## config.mk

```make
export PLATFORM = sky130hd
export DESIGN_NAME = rtp_over_tcp_deframer_flat
export DESIGN_NICKNAME = d
export VERILOG_FILES = /design/src/hdl/rtpd_pkg.sv /design/src/hdl/rtpd_if.sv /design/src/hdl/rtpd_in_stage.sv /design/src/hdl/rtpd_parse.sv /design/src/hdl/rtpd_out_stage.sv /design/src/hdl/rtp_over_tcp_deframer.sv /design/src/flat_wrapper.sv
export SDC_FILE = /design/constraint.sdc
export NUM_CORES = 1
export LEC_CHECK = 0
export BUFFER_PORTS_ARGS = -buffer_cell sky130_fd_sc_hd__buf_2
export CAP_MARGIN = 20
export CORE_MARGIN = 10
export CORE_UTILIZATION = 39
export DETAILED_ROUTE_END_ITERATION = 8
export PLACE_DENSITY_LB_ADDON = 0.12
export SLEW_MARGIN = 20
export SYNTH_ARGS = -nofsm -noshare
export SYNTH_HDL_FRONTEND = slang
export SYNTH_SLANG_ARGS = --single-unit
```

## constraint.sdc

```tcl
create_clock -name i_clk -period 4 [get_ports i_clk]
set_input_delay 0.8 -clock i_clk [delete_from_list [all_inputs] [get_ports i_clk]]
set_output_delay 0.8 -clock i_clk [all_outputs]
set_load 0.02 [all_outputs]
```

## src/hdl/rtpd_pkg.sv

```systemverilog
// Shared types and constants for the RTP-over-TCP length-prefix deframer.
// No dependencies; imported by the parser, the result register and the top level.
`timescale 1ns / 1ps

package rtpd_pkg;

    // Parser phase: high prefix byte, low prefix byte, payload bytes
    typedef enum logic [1:0] {
        PH_HIGH    = 2'd0,
        PH_LOW     = 2'd1,
        PH_PAYLOAD = 2'd2
    } t_phase;

    // RTCP packet type range
    localparam logic [7:0] TYPE_LOW  = 8'd200;
    localparam logic [7:0] TYPE_HIGH = 8'd204;

    // One result item plus its valid flag, passed from parser to output stage
    typedef struct packed {
        logic        valid;
        logic [7:0]  data_byte;
        logic        byte_present;
        logic        frame_end;
        logic        is_control;
        logic [15:0] frame_length;
    } t_result;

endpackage

```

## src/hdl/rtpd_if.sv

```systemverilog
// Stream channel interfaces for the deframer: received bytes in, results out.
// Depends on nothing; used by the stage modules and the top level.
`timescale 1ns / 1ps

interface rtpd_byte_if;
    logic       valid;
    logic       ready;
    logic [7:0] rx_byte;

    modport source (output valid, output rx_byte, input ready);
    modport sink   (input valid, input rx_byte, output ready);
endinterface

interface rtpd_res_if;
    logic        valid;
    logic        ready;
    logic [7:0]  data_byte;
    logic        byte_present;
    logic        frame_end;
    logic        is_control;
    logic [15:0] frame_length;

    modport source (output valid, output data_byte, output byte_present, output frame_end,
                    output is_control, output frame_length, input ready);
    modport sink   (input valid, input data_byte, input byte_present, input frame_end,
                    input is_control, input frame_length, output ready);
endinterface

```

## src/hdl/rtpd_in_stage.sv

```systemverilog
// Input register of the deframer: captures one stream byte per transfer.
// Depends on rtpd_if.sv.
`timescale 1ns / 1ps

module rtpd_in_stage (
    input  logic        i_clk,
    input  logic        i_rst_n,
    rtpd_byte_if.sink   i_rx,
    input  logic        i_advance,
    output logic        o_valid,
    output logic [7:0]  o_byte
);

    logic       r_valid;
    logic [7:0] r_byte;

    // take a new byte when empty or when the held one leaves this cycle
    assign i_rx.ready = !r_valid || i_advance;

    always_ff @(posedge i_clk) begin
        if (!i_rst_n) begin
            r_valid <= 1'b0;
        end else if (i_rx.ready) begin
            r_valid <= i_rx.valid;
        end
    end

    always_ff @(posedge i_clk) begin
        if (i_rx.ready && i_rx.valid) begin
            r_byte <= i_rx.rx_byte;
        end
    end

    assign o_valid = r_valid;
    assign o_byte  = r_byte;

endmodule

```

## src/hdl/rtpd_parse.sv

```systemverilog
// Frame parser: length-prefix tracking, payload counting and RTCP detection.
// Depends on rtpd_pkg.sv.
`timescale 1ns / 1ps

module rtpd_parse #(
    parameter int HEADER_BYTES = 4
) (
    input  logic              i_clk,
    input  logic              i_rst_n,
    input  logic              i_valid,
    input  logic [7:0]        i_byte,
    input  logic              i_out_free,
    output logic              o_advance,
    output rtpd_pkg::t_result o_res
);
    import rtpd_pkg::*;

    localparam logic [15:0] HDR_LEN = 16'(HEADER_BYTES);

    t_phase      r_phase, n_phase;
    logic [7:0]  r_prefix_high, n_prefix_high;
    logic [15:0] r_expected, n_expected;
    logic [15:0] r_count, n_count;
    logic [7:0]  r_type, n_type;

    logic [15:0] len_low;
    logic [15:0] count_inc;
    logic [7:0]  type_cur;
    logic        last_byte;

    // an item moves on only when the output register can take its result
    assign o_advance = i_valid && i_out_free;

    assign len_low   = {r_prefix_high, i_byte};
    assign count_inc = r_count + 16'd1;
    assign type_cur  = (r_count == 16'd1) ? i_byte : r_type;
    assign last_byte = (count_inc == r_expected);

    // next phase
    always_comb begin
        n_phase = r_phase;
        case (r_phase)
            PH_HIGH: n_phase = PH_LOW;
            PH_LOW:  n_phase = (len_low == 16'd0) ? PH_HIGH : PH_PAYLOAD;
            default: n_phase = last_byte ? PH_HIGH : PH_PAYLOAD;
        endcase
    end

    // datapath and result
    always_comb begin
        n_prefix_high = r_prefix_high;
        n_expected    = r_expected;
        n_count       = r_count;
        n_type        = r_type;
        o_res         = '0;
        case (r_phase)
            PH_HIGH: begin
                n_prefix_high = i_byte;
            end
            PH_LOW: begin
                n_expected = len_low;
                n_count    = 16'd0;
                if (len_low == 16'd0) begin
                    // empty frame: report it at once and wait for a new prefix
                    o_res.valid     = i_valid;
                    o_res.frame_end = 1'b1;
                    n_prefix_high   = 8'd0;
                    n_expected      = 16'd0;
                    n_type          = 8'd0;
                end
            end
            default: begin
                o_res.valid        = i_valid;
                o_res.data_byte    = i_byte;
                o_res.byte_present = 1'b1;
                o_res.frame_end    = last_byte;
                o_res.frame_length = r_expected;
                o_res.is_control   = last_byte && (r_expected > HDR_LEN)
                                     && (type_cur inside {[TYPE_LOW:TYPE_HIGH]});
                if (last_byte) begin
                    n_prefix_high = 8'd0;
                    n_expected    = 16'd0;
                    n_count       = 16'd0;
                    n_type        = 8'd0;
                end else begin
                    n_count = count_inc;
                    n_type  = type_cur;
                end
            end
        endcase
    end

    always_ff @(posedge i_clk) begin
        if (!i_rst_n) begin
            r_phase       <= PH_HIGH;
            r_prefix_high <= 8'd0;
            r_expected    <= 16'd0;
            r_count       <= 16'd0;
            r_type        <= 8'd0;
        end else if (o_advance) begin
            r_phase       <= n_phase;
            r_prefix_high <= n_prefix_high;
            r_expected    <= n_expected;
            r_count       <= n_count;
            r_type        <= n_type;
        end
    end

endmodule

```

## src/hdl/rtpd_out_stage.sv

```systemverilog
// Result register of the deframer: holds one result until its transfer.
// Depends on rtpd_pkg.sv and rtpd_if.sv.
`timescale 1ns / 1ps

module rtpd_out_stage (
    input  logic              i_clk,
    input  logic              i_rst_n,
    input  logic              i_load,
    input  rtpd_pkg::t_result i_res,
    rtpd_res_if.source        o_res,
    output logic              o_free
);
    import rtpd_pkg::*;

    logic    r_valid;
    t_result r_res;

    // free when empty or when the held result transfers this cycle
    assign o_free = !r_valid || o_res.ready;

    always_ff @(posedge i_clk) begin
        if (!i_rst_n) begin
            r_valid <= 1'b0;
        end else if (o_free) begin
            r_valid <= i_load && i_res.valid;
        end
    end

    always_ff @(posedge i_clk) begin
        if (o_free && i_load && i_res.valid) begin
            r_res <= i_res;
        end
    end

    assign o_res.valid        = r_valid;
    assign o_res.data_byte    = r_res.data_byte;
    assign o_res.byte_present = r_res.byte_present;
    assign o_res.frame_end    = r_res.frame_end;
    assign o_res.is_control   = r_res.is_control;
    assign o_res.frame_length = r_res.frame_length;

endmodule

```

## src/hdl/rtp_over_tcp_deframer.sv

```systemverilog
// Top level of the RTP-over-TCP length-prefix deframer.
// Depends on rtpd_pkg.sv, rtpd_if.sv, rtpd_in_stage.sv, rtpd_parse.sv, rtpd_out_stage.sv.
//
//   channel   direction  payload
//   i_rx      in         rx_byte[7:0]
//   o_res     out        data_byte[7:0], byte_present, frame_end, is_control,
//                        frame_length[15:0]
//
// One byte per clock sustained while the output is not stalled; a byte passes from
// input transfer to result through the input register, parse logic and result register.
// Prefix bytes give no result, except the low byte of a zero-length prefix.
// Reset is synchronous, active low, and returns the parser to the prefix high byte.
// A stalled output holds its result and backs up into the input register.
`timescale 1ns / 1ps

module rtp_over_tcp_deframer #(
    parameter int HEADER_BYTES = 4
) (
    input  logic       i_clk,
    input  logic       i_rst_n,
    rtpd_byte_if.sink  i_rx,
    rtpd_res_if.source o_res
);
    import rtpd_pkg::*;

    logic       stg_valid;
    logic [7:0] stg_byte;
    logic       advance;
    logic       out_free;
    t_result    res;

    rtpd_in_stage u_in (
        .i_clk     (i_clk),
        .i_rst_n   (i_rst_n),
        .i_rx      (i_rx),
        .i_advance (advance),
        .o_valid   (stg_valid),
        .o_byte    (stg_byte)
    );

    rtpd_parse #(
        .HEADER_BYTES (HEADER_BYTES)
    ) u_parse (
        .i_clk      (i_clk),
        .i_rst_n    (i_rst_n),
        .i_valid    (stg_valid),
        .i_byte     (stg_byte),
        .i_out_free (out_free),
        .o_advance  (advance),
        .o_res      (res)
    );

    rtpd_out_stage u_out (
        .i_clk   (i_clk),
        .i_rst_n (i_rst_n),
        .i_load  (advance),
        .i_res   (res),
        .o_res   (o_res),
        .o_free  (out_free)
    );

`ifndef SYNTHESIS
    a_mid_frame_has_byte : assert property (@(posedge i_clk) disable iff (!i_rst_n)
        (o_res.valid && !o_res.frame_end) |-> o_res.byte_present)
        else $error("result inside a frame without a data byte");

    a_control_at_end : assert property (@(posedge i_clk) disable iff (!i_rst_n)
        (o_res.valid && o_res.is_control) |->
        (o_res.frame_end && (o_res.frame_length > 16'(HEADER_BYTES))))
        else $error("RTCP flag outside a long enough closing result");

    a_empty_frame : assert property (@(posedge i_clk) disable iff (!i_rst_n)
        (o_res.valid && !o_res.byte_present) |->
        (o_res.frame_length == 16'd0 && o_res.data_byte == 8'd0 && !o_res.is_control))
        else $error("zero-length frame result carries data");

    a_reset_clears_out : assert property (@(posedge i_clk)
        !i_rst_n |=> !o_res.valid)
        else $error("result valid right after reset");
`endif

endmodule
```

## src/flat_wrapper.sv

```systemverilog
// flat-port wrapper written by rule: the top's interface ports become plain ports
module rtp_over_tcp_deframer_flat import rtpd_pkg::*;
#(
    parameter int HEADER_BYTES = 4
)
  (i_clk, i_rst_n, i_rx_valid, i_rx_rx_byte, i_rx_ready, o_res_valid, o_res_data_byte, o_res_byte_present, o_res_frame_end, o_res_is_control, o_res_frame_length, o_res_ready);
  rtpd_byte_if i_rx_i ();
  rtpd_res_if o_res_i ();
  input  logic i_clk;
  input  logic i_rst_n;
  input wire logic [$bits(i_rx_i.valid)-1:0] i_rx_valid;
  input wire logic [$bits(i_rx_i.rx_byte)-1:0] i_rx_rx_byte;
  output wire logic [$bits(i_rx_i.ready)-1:0] i_rx_ready;
  output wire logic [$bits(o_res_i.valid)-1:0] o_res_valid;
  output wire logic [$bits(o_res_i.data_byte)-1:0] o_res_data_byte;
  output wire logic [$bits(o_res_i.byte_present)-1:0] o_res_byte_present;
  output wire logic [$bits(o_res_i.frame_end)-1:0] o_res_frame_end;
  output wire logic [$bits(o_res_i.is_control)-1:0] o_res_is_control;
  output wire logic [$bits(o_res_i.frame_length)-1:0] o_res_frame_length;
  input wire logic [$bits(o_res_i.ready)-1:0] o_res_ready;
  assign i_rx_i.valid = i_rx_valid;
  assign i_rx_i.rx_byte = i_rx_rx_byte;
  assign i_rx_ready = i_rx_i.ready;
  assign o_res_valid = o_res_i.valid;
  assign o_res_data_byte = o_res_i.data_byte;
  assign o_res_byte_present = o_res_i.byte_present;
  assign o_res_frame_end = o_res_i.frame_end;
  assign o_res_is_control = o_res_i.is_control;
  assign o_res_frame_length = o_res_i.frame_length;
  assign o_res_i.ready = o_res_ready;
  rtp_over_tcp_deframer #(.HEADER_BYTES(HEADER_BYTES)) u_core (.i_clk(i_clk), .i_rst_n(i_rst_n), .i_rx(i_rx_i), .o_res(o_res_i));
endmodule
```

**After elaboration in Yosys (flattened, before gate mapping)**

Index checks and enable logic that the tools add are counted.

- Bits in latches: 0
- Flip-flop bits (word level): 87
- Memories: 0
- RAM bits: 0
- Bits in read-only memories: 0
- Bits of input ports: 12

- Reduce and logical (&&, ||, !) cells: 21
- Equality and inequality tests: 4
- Add/sub/neg operators: 1
- Bitwise operators: 1
- Div/mod/pow operators: 0
- Muxes and demuxes: 19
- Order comparisons: 3
- Multiply operators: 0
- Shift-type cells: 0

Operator list:

| operator | number |
|---|---|
| $pmux 16 s2 | 2 |
| $mux 16 | 3 |
| $mux 8 | 4 |
| $pmux 8 s2 | 2 |
| $add 16x1->16 const B | 1 |
| $eq 16x1->1 const B | 1 |
| $eq 16x16->1 | 1 |
| $gt 16x3->1 const B | 1 |
| $logic_not 16->1 | 1 |
| $reduce_and 3->1 | 3 |
| $ge 8x8->1 const B | 1 |
| $le 8x8->1 const B | 1 |
| $logic_and 1x1->1 | 8 |
| $mux 2 | 2 |
| $pmux 1 s2 | 2 |
| $pmux 2 s2 | 1 |
| $mux 1 | 3 |
| $reduce_bool 3->1 | 1 |
| $eq 2x1->1 const B | 1 |
| $logic_not 1->1 | 2 |
| $logic_not 2->1 | 1 |
| $logic_or 1x1->1 | 2 |
| $ne 2x2->1 const B | 1 |
| $reduce_and 2->1 | 1 |
| 3 further kinds | 3 |

**Longest topological paths before layout**

Gate-level depths: netlist of the first run.

- Depth after elaboration: 5
- Mapped depth: 10
- Mapped depth without buffers: 9

**Modules after synthesis**

A second synthesis of the first run with hierarchy kept.

- Cell total of the unflattened synthesis: 412
- Area total of the unflattened synthesis: 4232.8 sq um

By module, submodules not included:

| module | area each (sq um) | times used | sequential area each (sq um) | cells each |
|---|---|---|---|---|
| rtpd_parse | 3059.2 | 1 | 1001.0 | 367 |
| rtpd_out_stage | 875.8 | 1 | 830.8 | 32 |
| rtpd_in_stage | 297.8 | 1 | 260.2 | 13 |

**Worst setup path before layout of the first run**

No wires, ideal clock.

- Kind: in2reg
- Start: in o_res_ready
- End: reg u_core.u_parse.r_type[3]
- Buffers on the path: 1
- Setup time: 0.117 ns
- Data required time: 3.883 ns
- Arrival: 3.211 ns
- Stages: 6
- Path slack: 0.672 ns
- Path through: nor2b_1 -> or2b_2 -> clkbuf_1 -> nor2_1 -> o22ai_2 -> a22o_1

- Longest elaborated chain between the ends: 3

Ends and longest elaborated chain:

| what | line | text |
|---|---|---|
| start: declaration | flat_wrapper.sv:20 | `input wire logic [$bits(o_res_i.ready)-1:0] o_res_ready;` |
| $logic_or 1x1->1 | rtpd_out_stage.sv:19 | `assign o_free = !r_valid \|\| o_res.ready;` |
| $logic_and 1x1->1 | rtpd_parse.sv:32 | `assign o_advance = i_valid && i_out_free;` |
| $reduce_and 3->1 (no line) | - |  |
| end signal: assignment | rtpd_parse.sv:105 | `r_type <= n_type;` |
| end: declaration | rtpd_parse.sv:24 | `logic [7:0] r_type, n_type;` |

No other way between the ends.
A chain may end at the register's enable or synchronous reset.

**Worst setup path in the final report of the first run**

- Start: reg u_core.u_parse.r_count[0]
- End: reg u_core.u_parse.r_count[6]

- Longest elaborated chain between the ends: 4

Ends and longest elaborated chain:

| what | line | text |
|---|---|---|
| start: declaration | rtpd_parse.sv:23 | `logic [15:0] r_count, n_count;` |
| start signal: assignment | rtpd_parse.sv:104 | `r_count <= n_count;` |
| $add 16x1->16 (*) | rtpd_parse.sv:35 | `assign count_inc = r_count + 16'd1;` |
| $eq 16x16->1 | rtpd_parse.sv:37 | `assign last_byte = (count_inc == r_expected);` |
| $mux 16 (*) | rtpd_parse.sv:80 | `if (last_byte) begin` |
| $pmux 16 s2 (*) | rtpd_parse.sv:56 | `case (r_phase)` |

Mark *: on every way between the ends. The rest lies on a longest branch, timed or not.

==> metrics.md, run 1 <==
| Metric | Value |
|---|---|
| First-pass GRT wire length | 17.0 mm |
| Die extent in x | 125 um |
| Wirelength, routed | 10.6 mm |
| RePlAce Congestion | 0.889 |
| Final setup TNS | 0 ns |
| Share of cells above drive strength 1 | 0.198 |
| Async set or reset register ratio after synthesis | 0 |
| Starting Density | 0.396 |
| Maxcap violations | 0 |
| Post-DP HPWL | 7.49 mm |
| Most frequent cells in the layout | dfxtp_1 (52), buf_2 (40), nand2_1 (36) |
| Critical path data required time | 4.26 ns |
| Port bufs | 40 |
| Die area | 0.0155 mm^2 |
| Clock latency on the worst-skew pair | 0.37 ns |
| Hold Crit Depth | 1 |
| Net Sw Frac | 0.264 |
| Synth Cell Area | 0.00427 mm^2 |
| # setup viols final | 0 |
| Seq/Total Area, Yosys | 0.489 |
| TritonCTS Sinks | 87 |
| DRT antenna net count | 0 |
| Flop pwr share | 0.550 |
| Setup bufs post-CTS | 0 |
| Crit path DAT | 3.29 ns |
| Initial antenna violation count | 0 |
| Status | complete, no violations |
| CP startpoint kind | flop |
| CP endpoint kind | flop |
| Largest family of logic cells by synthesized area | simple AND/OR/NAND/NOR gates |
| Most common cell after layout, fill and taps aside | dfxtp_1 |
| Synth Register Bits | 87 |
| Worst Clk Skew | 0.0104 ns |
| Largest net degree at the start of global routing | 38 |
| Initial DRT Pass Iterations | 6 |
| Slew margin rel. | 0.478 |
| Yosys Warn Count | 0 |
| Final instance area | 0.00469 mm^2 |
| Critical path type | flop to flop |
| Final hold violation count | 0 |
| Final min period | 3.02 ns |
| FP Rows | 38 |
| Pleak | 0.00181 uW |
| Non-Filler Instances | 569 |
| CP Max Fanout | 10 |
| CP max-delay cell | nor4_1 |
| CTS Buffer Depth | 2 |
| Gate power share | 0.090 |
| Post-route DRC | 0 |
| Final Max Tran Viols | 0 |
| Synthesized instance count | 397 |
| Worst reg-to-reg path cell count | 8 |
| Clock slew at reported path FFs | 0.09 ns |
| Post-Syn Area per Cell | 10.8 um^2 |
| RSZ-0062 raised after global routing | false |
| Fin util | 0.435 |
| Area Growth Syn to Fin | 9.72% |
| # diodes | 0 |
| PwrDens | 380 mW/mm^2 |
| Core ar. | 0.0108 mm^2 |
| DR WL/cell | 18.6 um |
| Fmax | 331 MHz |
| Crit path largest cell delay | 0.52 ns |
| GRT Total Usage | 0.134 |
| Clock power frac | 0.359 |
| Crit path cell chain | ha_1 -> nand3_4 -> nor4_1 -> xnor2_1 -> nand3_2 -> or3_1 -> a41o_1 -> a21o_1 |
| Fin nets | 438 |
| Post-synthesis simple-gate area fraction | 0.210 |
| Multi-input gate area | 0.00195 mm^2 |
| HP Class | flop to flop |
| Tcrit/Tclk final | 0.756 |
| CTS-repair resized insts | 0 |
| # fillers | 1,029 |
| Psw | 470 uW |
| Predominant post-synthesis flop cell | dfxtp_1 |
| Cell Area, Placed | 0.00448 mm^2 |
| Mux share of post-synthesis cell area | 0.00234 |
| Post-synthesis net count | 411 |
| Htree depth | 3 |
| Die span in y | 125 um |
| Root Buffer | clkbuf_8 |
| CTS tree | built |
| Adder-Cell Fraction of Synth Area | 0.00585 |
| Post-synthesis xor/xnor area fraction | 0.0471 |
| Number of I/O pins | 41 |
| Synth Area in Compound Gates | 0.189 |
| Global route overflow | 0 |
| Measured slew at the worst slew-check pin | 0.783 ns |
| Peak supply drop | 239 uV |
| Hold-fix buffers, CTS | 0 |
| Post-placement cell count | 553 |
| Cell Int Power | 1310 uW |
| Iteration-0 DRC Markers | 225 |
| Vias in the first global route | 3,018 |
| Via count of the routed design | 3,211 |
| EDFF count, synth | 35 |
| Vias per inst | 5.64 |
| Netlist cell types | 60 |
| Register area | 0.00209 mm^2 |
| CTS Buf Count | 9 |
## synthesized netlist by cell type (3+ instances only)
master,instances,area (um^2)
o311ai_0,6,52.6
o21ai_0,11,55.1
a32o_1,16,160
edfxtp_1,35,1050
clkbuf_1,12,45.0
or3_1,5,31.3
xnor2_1,12,105
or4_1,4,30.0
o211ai_1,4,30.0
nor3_1,10,50.1
a22o_1,16,140
nor4_1,14,87.6
nor2b_1,4,25.0
nand3_1,13,65.1
a21o_1,18,135
nor2_1,11,41.3
buf_6,8,90.1
nand2_1,36,135
o31ai_1,3,22.5
inv_1,7,26.3
nand4_1,8,50.1
xor2_1,11,96.3
a21oi_1,6,30.0
clkbuf_8,3,41.3
buf_2,4,20.0
dfxtp_1,52,1040
and2_1,25,156
## per-stage QoR
stage / setup slack [ns] / hold WS [ns] / power [uW]
floorplan: 0.672 / 0.443 / 1110
global placement: 0.978 / 0.457 / 1160
detailed placement: 1.00 / 0.459 / 1160
CTS: 0.978 / 0.485 / 1800
global route: 0.765 / 0.494 / 1850
finish: 0.975 / 0.484 / 1780
## worst max-delay path: cells and delay by family, from the launching register on
| kind | cells | cell delay [ns] |
|---|---|---|
| flops | 1 | 0.49 |
| xor+xnor | 1 | 0.21 |
| fa+ha+maj | 1 | 0.42 |
| compound gates | 2 | 0.44 |
| simple gates | 4 | 1.36 |
## sequential cells by signal, indices dropped and copies added (netlist names)
signal	flops
u_core.u_out.o_res.valid	1
u_core.u_in.o_valid	1
u_core.u_parse.r_expected	16
u_core.u_out.o_res.frame_length	16
u_core.u_parse.r_type	8
u_core.u_out.o_res.is_control	1
u_core.u_out.o_res.data_byte	8
u_core.u_parse.r_count	16
u_core.u_out.o_res.byte_present	1
u_core.u_out.o_res.frame_end	1
u_core.u_parse.r_prefix_high	8
u_core.u_parse.r_phase	2
u_core.u_in.o_byte	8
## power by group through the flow
| stage | logic (uW) | clock network [uW] | registers, uW |
|---|---|---|---|
| after global routing | 179 | 691 | 984 |
| after global placement | 161 | 0 | 1000 |
| after floorplan | 116 | 0 | 995 |
| final | 161 | 640 | 980 |
| after detailed placement | 162 | 0 | 1000 |
| after CTS | 162 | 656 | 980 |
## final cells by class
class	count	area share
inverter	8	0.00640
clock buffer	12	0.0379
clock inverter	4	0.00667
multi-input combinational	273	0.415
tap	140	0.0374
timing repair buffer	45	0.0507
sequential	87	0.446
## layer usage
metal / part of all wire / global-route usage / routed length [um] / vias up
met1: 0.49 / 0.181 / 5160 / 1565
met5: 0 / 0 / 0 / -
met4: 0.012 / 0.0500 / 126 / 0
met2: 0.46 / 0.202 / 4830 / 77
li1: - / - / - / 1560
met3: 0.045 / 0.0319 / 473 / 9
## final timing paths
check	slack, ns	from	end
max reg2reg	0.98	u_core.u_parse.r_count[0]	u_core.u_parse.r_count[6]
max	0.98	u_core.u_parse.r_count[0]	u_core.u_parse.r_count[6]
min reg2reg	0.48	u_core.u_parse.r_type[2]	u_core.u_parse.r_type[2]
min	0.48	u_core.u_parse.r_type[2]	u_core.u_parse.r_type[2]
## cells by family after synthesis
kind of cell / after synthesis
adder cells (fa/ha/maj): 2
AO/OA/AOI/OAI: 97
flip-flops: 87
buffers and inverters: 37
XOR/XNOR: 23
multiplexers: 1
AND/OR/NAND/NOR: 150
(Power assumes the default switching activity.)
==> run 2, diff against run 1 <==
==> constraint.sdc (replaced) <==
create_clock -name i_clk -period 3.1 [get_ports i_clk]
set_input_delay 0.62 -clock i_clk [delete_from_list [all_inputs] [get_ports i_clk]]
set_output_delay 0.62 -clock i_clk [all_outputs]
set_load 0.02 [all_outputs]
==> run 2 against run 1 <==
Total power is 27% higher; via count is 1.4% higher; critical path depth stayed put; combinational power is 34% higher; clock skew is 0.0031 ns lower; die area stayed put; critical endpoint is now u_core.u_out.o_res.is_control; highest routed layer unchanged.
==> metrics.md, run 2 (same netlist as run 1, synthesis figures left out) <==
| Metric | Value |
|---|---|
| Status | complete, no violations (unchanged) |
| R2r startpoint | u_core.u_parse.r_count[1] (was u_core.u_parse.r_count[0]) |
| Global route overflow | 0 (unchanged) |
| Initial DRT Pass Iterations | 4 (was 6) |
| Port bufs | 40 (unchanged) |
| HP Class | primary input to flop (was flop to flop) |
| CTS tree | built (unchanged) |
| Fin util | 0.438 (was 0.435) |
| PwrDens | 480 mW/mm^2 (was 380 mW/mm^2) |
| Hold Crit Depth | 1 (unchanged) |
| Die extent in x | 125 um (unchanged) |
| CP endpoint kind | flop (unchanged) |
| Post-DP HPWL | 7.58 mm (was 7.49 mm) |
| Post-route DRC | 0 (unchanged) |
| Share of cells above drive strength 1 | 0.214 (was 0.198) |
| Final min period | 2.82 ns (was 3.02 ns) |
| FF-to-FF End | u_core.u_out.o_res.is_control (was u_core.u_parse.r_count[6]) |
| RePlAce Congestion | 0.841 (was 0.889) |
| Pleak | 0.00184 uW (was 0.00181 uW) |
| Hold-fix buffers, CTS | 0 (unchanged) |
| Fmax | 354 MHz (was 331 MHz) |
| Reg-to-reg slack, setup | 0.28 ns (was 0.98 ns) |
| Measured slew at the worst slew-check pin | 0.757 ns (was 0.783 ns) |
| Critical Path Source | u_core.u_parse.r_count[1] (was u_core.u_parse.r_count[0]) |
| Via count of the routed design | 3,255 (was 3,211) |
| Crit path DAT | 2.93 ns (was 3.29 ns) |
| CTS Buf Count | 9 (unchanged) |
| Die area | 0.0155 mm^2 (unchanged) |
| Starting Density | 0.396 (unchanged) |
| Final hold violation count | 0 (unchanged) |
| Clock latency on the worst-skew pair | 0.36 ns (was 0.37 ns) |
| Vias in the first global route | 3,137 (was 3,018) |
| Fin nets | 444 (was 438) |
| Most frequent cells in the layout | dfxtp_1 (52), buf_2 (40), nand2_1 (36) (unchanged) |
| CTS Buffer Depth | 2 (unchanged) |
| Peak supply drop | 263 uV (was 239 uV) |
| Initial antenna violation count | 0 (unchanged) |
| Vias per inst | 5.66 (was 5.64) |
| Iteration-0 DRC Markers | 238 (was 225) |
| Number of I/O pins | 41 (unchanged) |
| TritonCTS Sinks | 87 (unchanged) |
| Wirelength, routed | 10.6 mm (about the same) |
| Root Buffer | clkbuf_8 (unchanged) |
| Largest net degree at the start of global routing | 29 (was 38) |
| First-pass GRT wire length | 17.5 mm (was 17.0 mm) |
| Critical path type | flop to flop (unchanged) |
| Final Max Tran Viols | 0 (unchanged) |
| Tcrit/Tclk final | 0.910 (was 0.756) |
| CP Max Fanout | 10 (unchanged) |
| Slew margin rel. | 0.495 (was 0.478) |
| Setup bufs post-CTS | 0 (unchanged) |
| Final setup TNS | 0 ns (unchanged) |
| FP Rows | 38 (unchanged) |
| # setup viols final | 0 (unchanged) |
| # diodes | 0 (unchanged) |
| Core ar. | 0.0108 mm^2 (unchanged) |
| GRT Total Usage | 0.136 (was 0.134) |
| Die span in y | 125 um (unchanged) |
| Maxcap violations | 0 (unchanged) |
| Worst Clk Skew | 0.00726 ns (was 0.0104 ns) |
| Crit path to | u_core.u_out.o_res.is_control (was u_core.u_parse.r_count[6]) |
| Hold slack | 0.432 ns (was 0.484 ns) |
| CP startpoint kind | flop (unchanged) |
| Most common cell after layout, fill and taps aside | dfxtp_1 (unchanged) |
| Area Growth Syn to Fin | 10.5% (was 9.72%) |
| DR WL/cell | 18.4 um (was 18.6 um) |
| DRT antenna net count | 0 (unchanged) |
| Htree depth | 3 (unchanged) |
| RSZ-0062 raised after global routing | false (unchanged) |
| Clock slew at reported path FFs | 0.09 ns (about the same) |
| CTS-repair resized insts | 0 (unchanged) |
| PnR Total Power | 2270 uW (was 1780 uW) |
| Critical path data required time | 3.21 ns (was 4.26 ns) |
| Worst reg-to-reg path cell count | 8 (unchanged) |
run 2: per-layer routing:
layer	vias to the layer above	track usage	wire length (um)
met1	1581	0.183	4990
met5	-	0	0
met3	15	0.0315	597
met2	88	0.205	4860
met4	0	0.0528	143
li1	1571	-	-
run 2: through the flow:
| stage | setup WS, ns | instances | cell area, um^2 |
|---|---|---|---|
| 4_1_cts | 0.229 | 575 | 4720 |
| 6_report | 0.278 | 575 | 4720 |
| 3_3_place_gp | 0.213 | 559 | 4530 |
| 3_5_place_dp | 0.307 | 559 | 4530 |
| 2_1_floorplan | 0.459 | 397 | 4280 |
| 5_1_grt | 0.0389 | 575 | 4720 |
run 2: cell type report:
cell class	count	area [um^2]
clock buffers	10	149
inverters	8	30.0
multi-input cells	273	1950
fillers	1035	6070
repair buffers	51	283
clock inverters	6	47.5
well taps	140	175
flip-flops and latches	87	2090
run 2: how the worst min path moves through the flow:
stage / slack (ns) / startpoint / to
finish: 0.43 / i_rx_rx_byte[1] / u_core.u_in.o_byte[1]
global route: 0.41 / i_rx_rx_byte[1] / u_core.u_in.o_byte[1]
floorplan: 0.44 / u_core.u_parse.r_type[2] / u_core.u_parse.r_type[2]
global placement: 0.46 / u_core.u_parse.r_type[2] / u_core.u_parse.r_type[2]
detailed placement: 0.46 / u_core.u_parse.r_type[1] / u_core.u_parse.r_type[1]
CTS: 0.41 / i_rx_rx_byte[1] / u_core.u_in.o_byte[1]
run 2: worst max-delay path, cell delays in order (launching register included):
cell and delay, ns:
dfxtp_1 0.45, ha_1 0.26, nand3_4 0.14, or3_4 0.45, o31ai_4 0.30, nand3_1 0.12, nor4_2 0.34, nand2_1 0.13
a2111oi_0 0.38
run 2: power by group:
group / switching [uW] / total, uW / internal, uW
sequential: 40.8 / 1260 / 1220
combinational: 139 / 215 / 75.5
clock: 440 / 790 / 350
==> run 3, diff against run 2 <==
--- a/config.mk
+++ b/config.mk
@@ -11,7 +11,6 @@
 export CORE_UTILIZATION = 39
 export DETAILED_ROUTE_END_ITERATION = 8
 export PLACE_DENSITY_LB_ADDON = 0.12
-export SLEW_MARGIN = 20
 export SYNTH_ARGS = -nofsm -noshare
 export SYNTH_HDL_FRONTEND = slang
 export SYNTH_SLANG_ARGS = --single-unit
==> constraint.sdc (replaced) <==
create_clock -name i_clk -period 3.1 [get_ports i_clk]
set_input_delay 0.31 -clock i_clk [delete_from_list [all_inputs] [get_ports i_clk]]
set_output_delay 0.31 -clock i_clk [all_outputs]
set_load 0.02 [all_outputs]
==> run 3 against run 2 <==
Routed wire length is 1.1% higher; highest routed layer unchanged; global-route usage is 0.092 points lower; sequential cell count stayed put; hold slack worse by 0.32 ns.
==> metrics.md, run 3 (same netlist as run 1, synthesis figures left out) <==
| Metric | Value |
|---|---|
| HP Class | primary input to flop (unchanged) |
| CTS tree | built (unchanged) |
| # setup viols final | 0 (unchanged) |
| RePlAce Congestion | 0.822 (was 0.841) |
| Fin util | 0.437 (was 0.438) |
| Htree depth | 3 (unchanged) |
| Maxcap violations | 0 (unchanged) |
| Slew margin rel. | 0.490 (was 0.495) |
| PnR Total Power | 2310 uW (was 2270 uW) |
| Die extent in x | 125 um (unchanged) |
| Critical path type | flop to flop (unchanged) |
| Clock latency on the worst-skew pair | 0.37 ns (was 0.36 ns) |
| Setup bufs post-CTS | 0 (unchanged) |
| Final Max Tran Viols | 0 (unchanged) |
| DR WL/cell | 18.7 um (was 18.4 um) |
| Tcrit/Tclk final | 0.928 (was 0.910) |
| Largest net degree at the start of global routing | 29 (unchanged) |
| GRT Total Usage | 0.135 (was 0.136) |
| CP max-delay cell | dfxtp_1 (unchanged) |
| CP Max Fanout | 9 (was 10) |
| Post-placement cell count | 556 (was 559) |
| CP startpoint kind | flop (unchanged) |
| TritonCTS Sinks | 87 (unchanged) |
| Starting Density | 0.396 (unchanged) |
| Initial DRT Pass Iterations | 4 (unchanged) |
| # diodes | 0 (unchanged) |
| Via count of the routed design | 3,229 (was 3,255) |
| Final min period | 2.88 ns (was 2.82 ns) |
| Non-Filler Instances | 572 (was 575) |
| Post-route DRC | 0 (unchanged) |
| Worst Clk Skew | 0.00986 ns (was 0.00726 ns) |
| Crit path DAT | 3.14 ns (was 2.93 ns) |
| Global route overflow | 0 (unchanged) |
| Post-DP HPWL | 7.61 mm (was 7.58 mm) |
| Hold slack | 0.107 ns (was 0.432 ns) |
| Measured slew at the worst slew-check pin | 0.764 ns (was 0.757 ns) |
| Die area | 0.0155 mm^2 (unchanged) |
| CTS Buffer Depth | 2 (unchanged) |
| Crit path cell chain | nand3_2 -> nor3_1 -> xnor2_1 -> nand4_1 -> or3_1 -> a41o_1 -> a21o_1 (was ha_1 -> nand3_4 -> or3_4 -> o31ai_4 -> nand3_1 -> nor4_2 -> nand2_1 -> a2111oi_0) |
| Port bufs | 40 (unchanged) |
| Vias per inst | 5.65 (was 5.66) |
| Most frequent cells in the layout | dfxtp_1 (52), buf_2 (40), nand2_1 (36) (unchanged) |
| PwrDens | 491 mW/mm^2 (was 480 mW/mm^2) |
| CP endpoint kind | flop (unchanged) |
| Area Growth Syn to Fin | 10.2% (was 10.5%) |
| CTS Buf Count | 9 (unchanged) |
| Root Buffer | clkbuf_8 (unchanged) |
| Iteration-0 DRC Markers | 194 (was 238) |
| First-pass GRT wire length | 17.2 mm (was 17.5 mm) |
| CTS-repair resized insts | 0 (unchanged) |
| Peak supply drop | 215 uV (was 263 uV) |
| Pleak | 0.00183 uW (was 0.00184 uW) |
| Initial antenna violation count | 0 (unchanged) |
| RSZ-0062 raised after global routing | false (unchanged) |
| Fin nets | 441 (was 444) |
| Fmax | 348 MHz (was 354 MHz) |
| Vias in the first global route | 3,061 (was 3,137) |
| Die span in y | 125 um (unchanged) |
| Hold-fix buffers, CTS | 0 (unchanged) |
| Crit path largest cell delay | 0.56 ns (was 0.45 ns) |
| FP Rows | 38 (unchanged) |
| Critical path data required time | 3.36 ns (was 3.21 ns) |
| Final setup TNS | 0 ns (unchanged) |
| Clock slew at reported path FFs | 0.09 ns (about the same) |
| Core ar. | 0.0108 mm^2 (unchanged) |
| Wirelength, routed | 10.7 mm (was 10.6 mm) |
| Final hold violation count | 0 (unchanged) |
| DRT antenna net count | 0 (unchanged) |
| Share of cells above drive strength 1 | 0.201 (was 0.214) |
| Status | complete, no violations (unchanged) |
| Number of I/O pins | 41 (unchanged) |
| Most common cell after layout, fill and taps aside | dfxtp_1 (unchanged) |
run 3: cell type report:
| cell class | instances | area [um^2] |
|---|---|---|
| Fill cell | 1056 | 6080 |
| Inverter | 8 | 30.0 |
| Timing Repair Buffer | 48 | 260 |
| Sequential cell | 87 | 2090 |
| Tap cell | 140 | 175 |
| Multi-Input combinational cell | 273 | 1950 |
| Clock inverter | 4 | 52.6 |
| Clock buffer | 12 | 156 |
run 3: worst paths after layout:
kind,from,endpoint,slack (ns),cells past startpoint
worst max-delay path,u_core.u_parse.r_count[2],u_core.u_parse.r_count[6],0.22,7
worst min-delay path,i_rx_rx_byte[4],u_core.u_in.o_byte[4],0.11,1
worst max register to register,u_core.u_parse.r_count[2],u_core.u_parse.r_count[6],0.22,7
worst min register to register,u_core.u_parse.r_type[1],u_core.u_parse.r_type[1],0.49,1
run 3: through the flow:
step,area (um^2),worst slack (ns)
after floorplan,4270,0.0916
after global placement,4500,0.204
after detailed placement,4500,0.256
after CTS,4710,0.244
after global routing,4710,0.0128
final,4710,0.223
run 3: critical path: cells and delay by family (launching register included):
kind	cells	cell delay, ns
AND/OR/NAND/NOR	4	1.54
XOR/XNOR	1	0.21
flip-flops	1	0.56
AO/OA/AOI/OAI	2	0.46
run 3: report_power, final:
part	switching (uW)	internal [uW]	leakage, uW
combinational	133	73.6	0.000964
sequential	44.9	1220	0.000760
clock	414	425	0.000106
total	592	1720	0.00183
run 3: per-layer routing:
| layer | vias up | part of all wire | GRT usage |
|---|---|---|---|
| met2 | 88 | 0.45 | 0.196 |
| met1 | 1563 | 0.48 | 0.185 |
| met3 | 17 | 0.054 | 0.0349 |
| li1 | 1561 | - | - |
| met4 | 0 | 0.019 | 0.0541 |
| met5 | - | 0 | 0 |
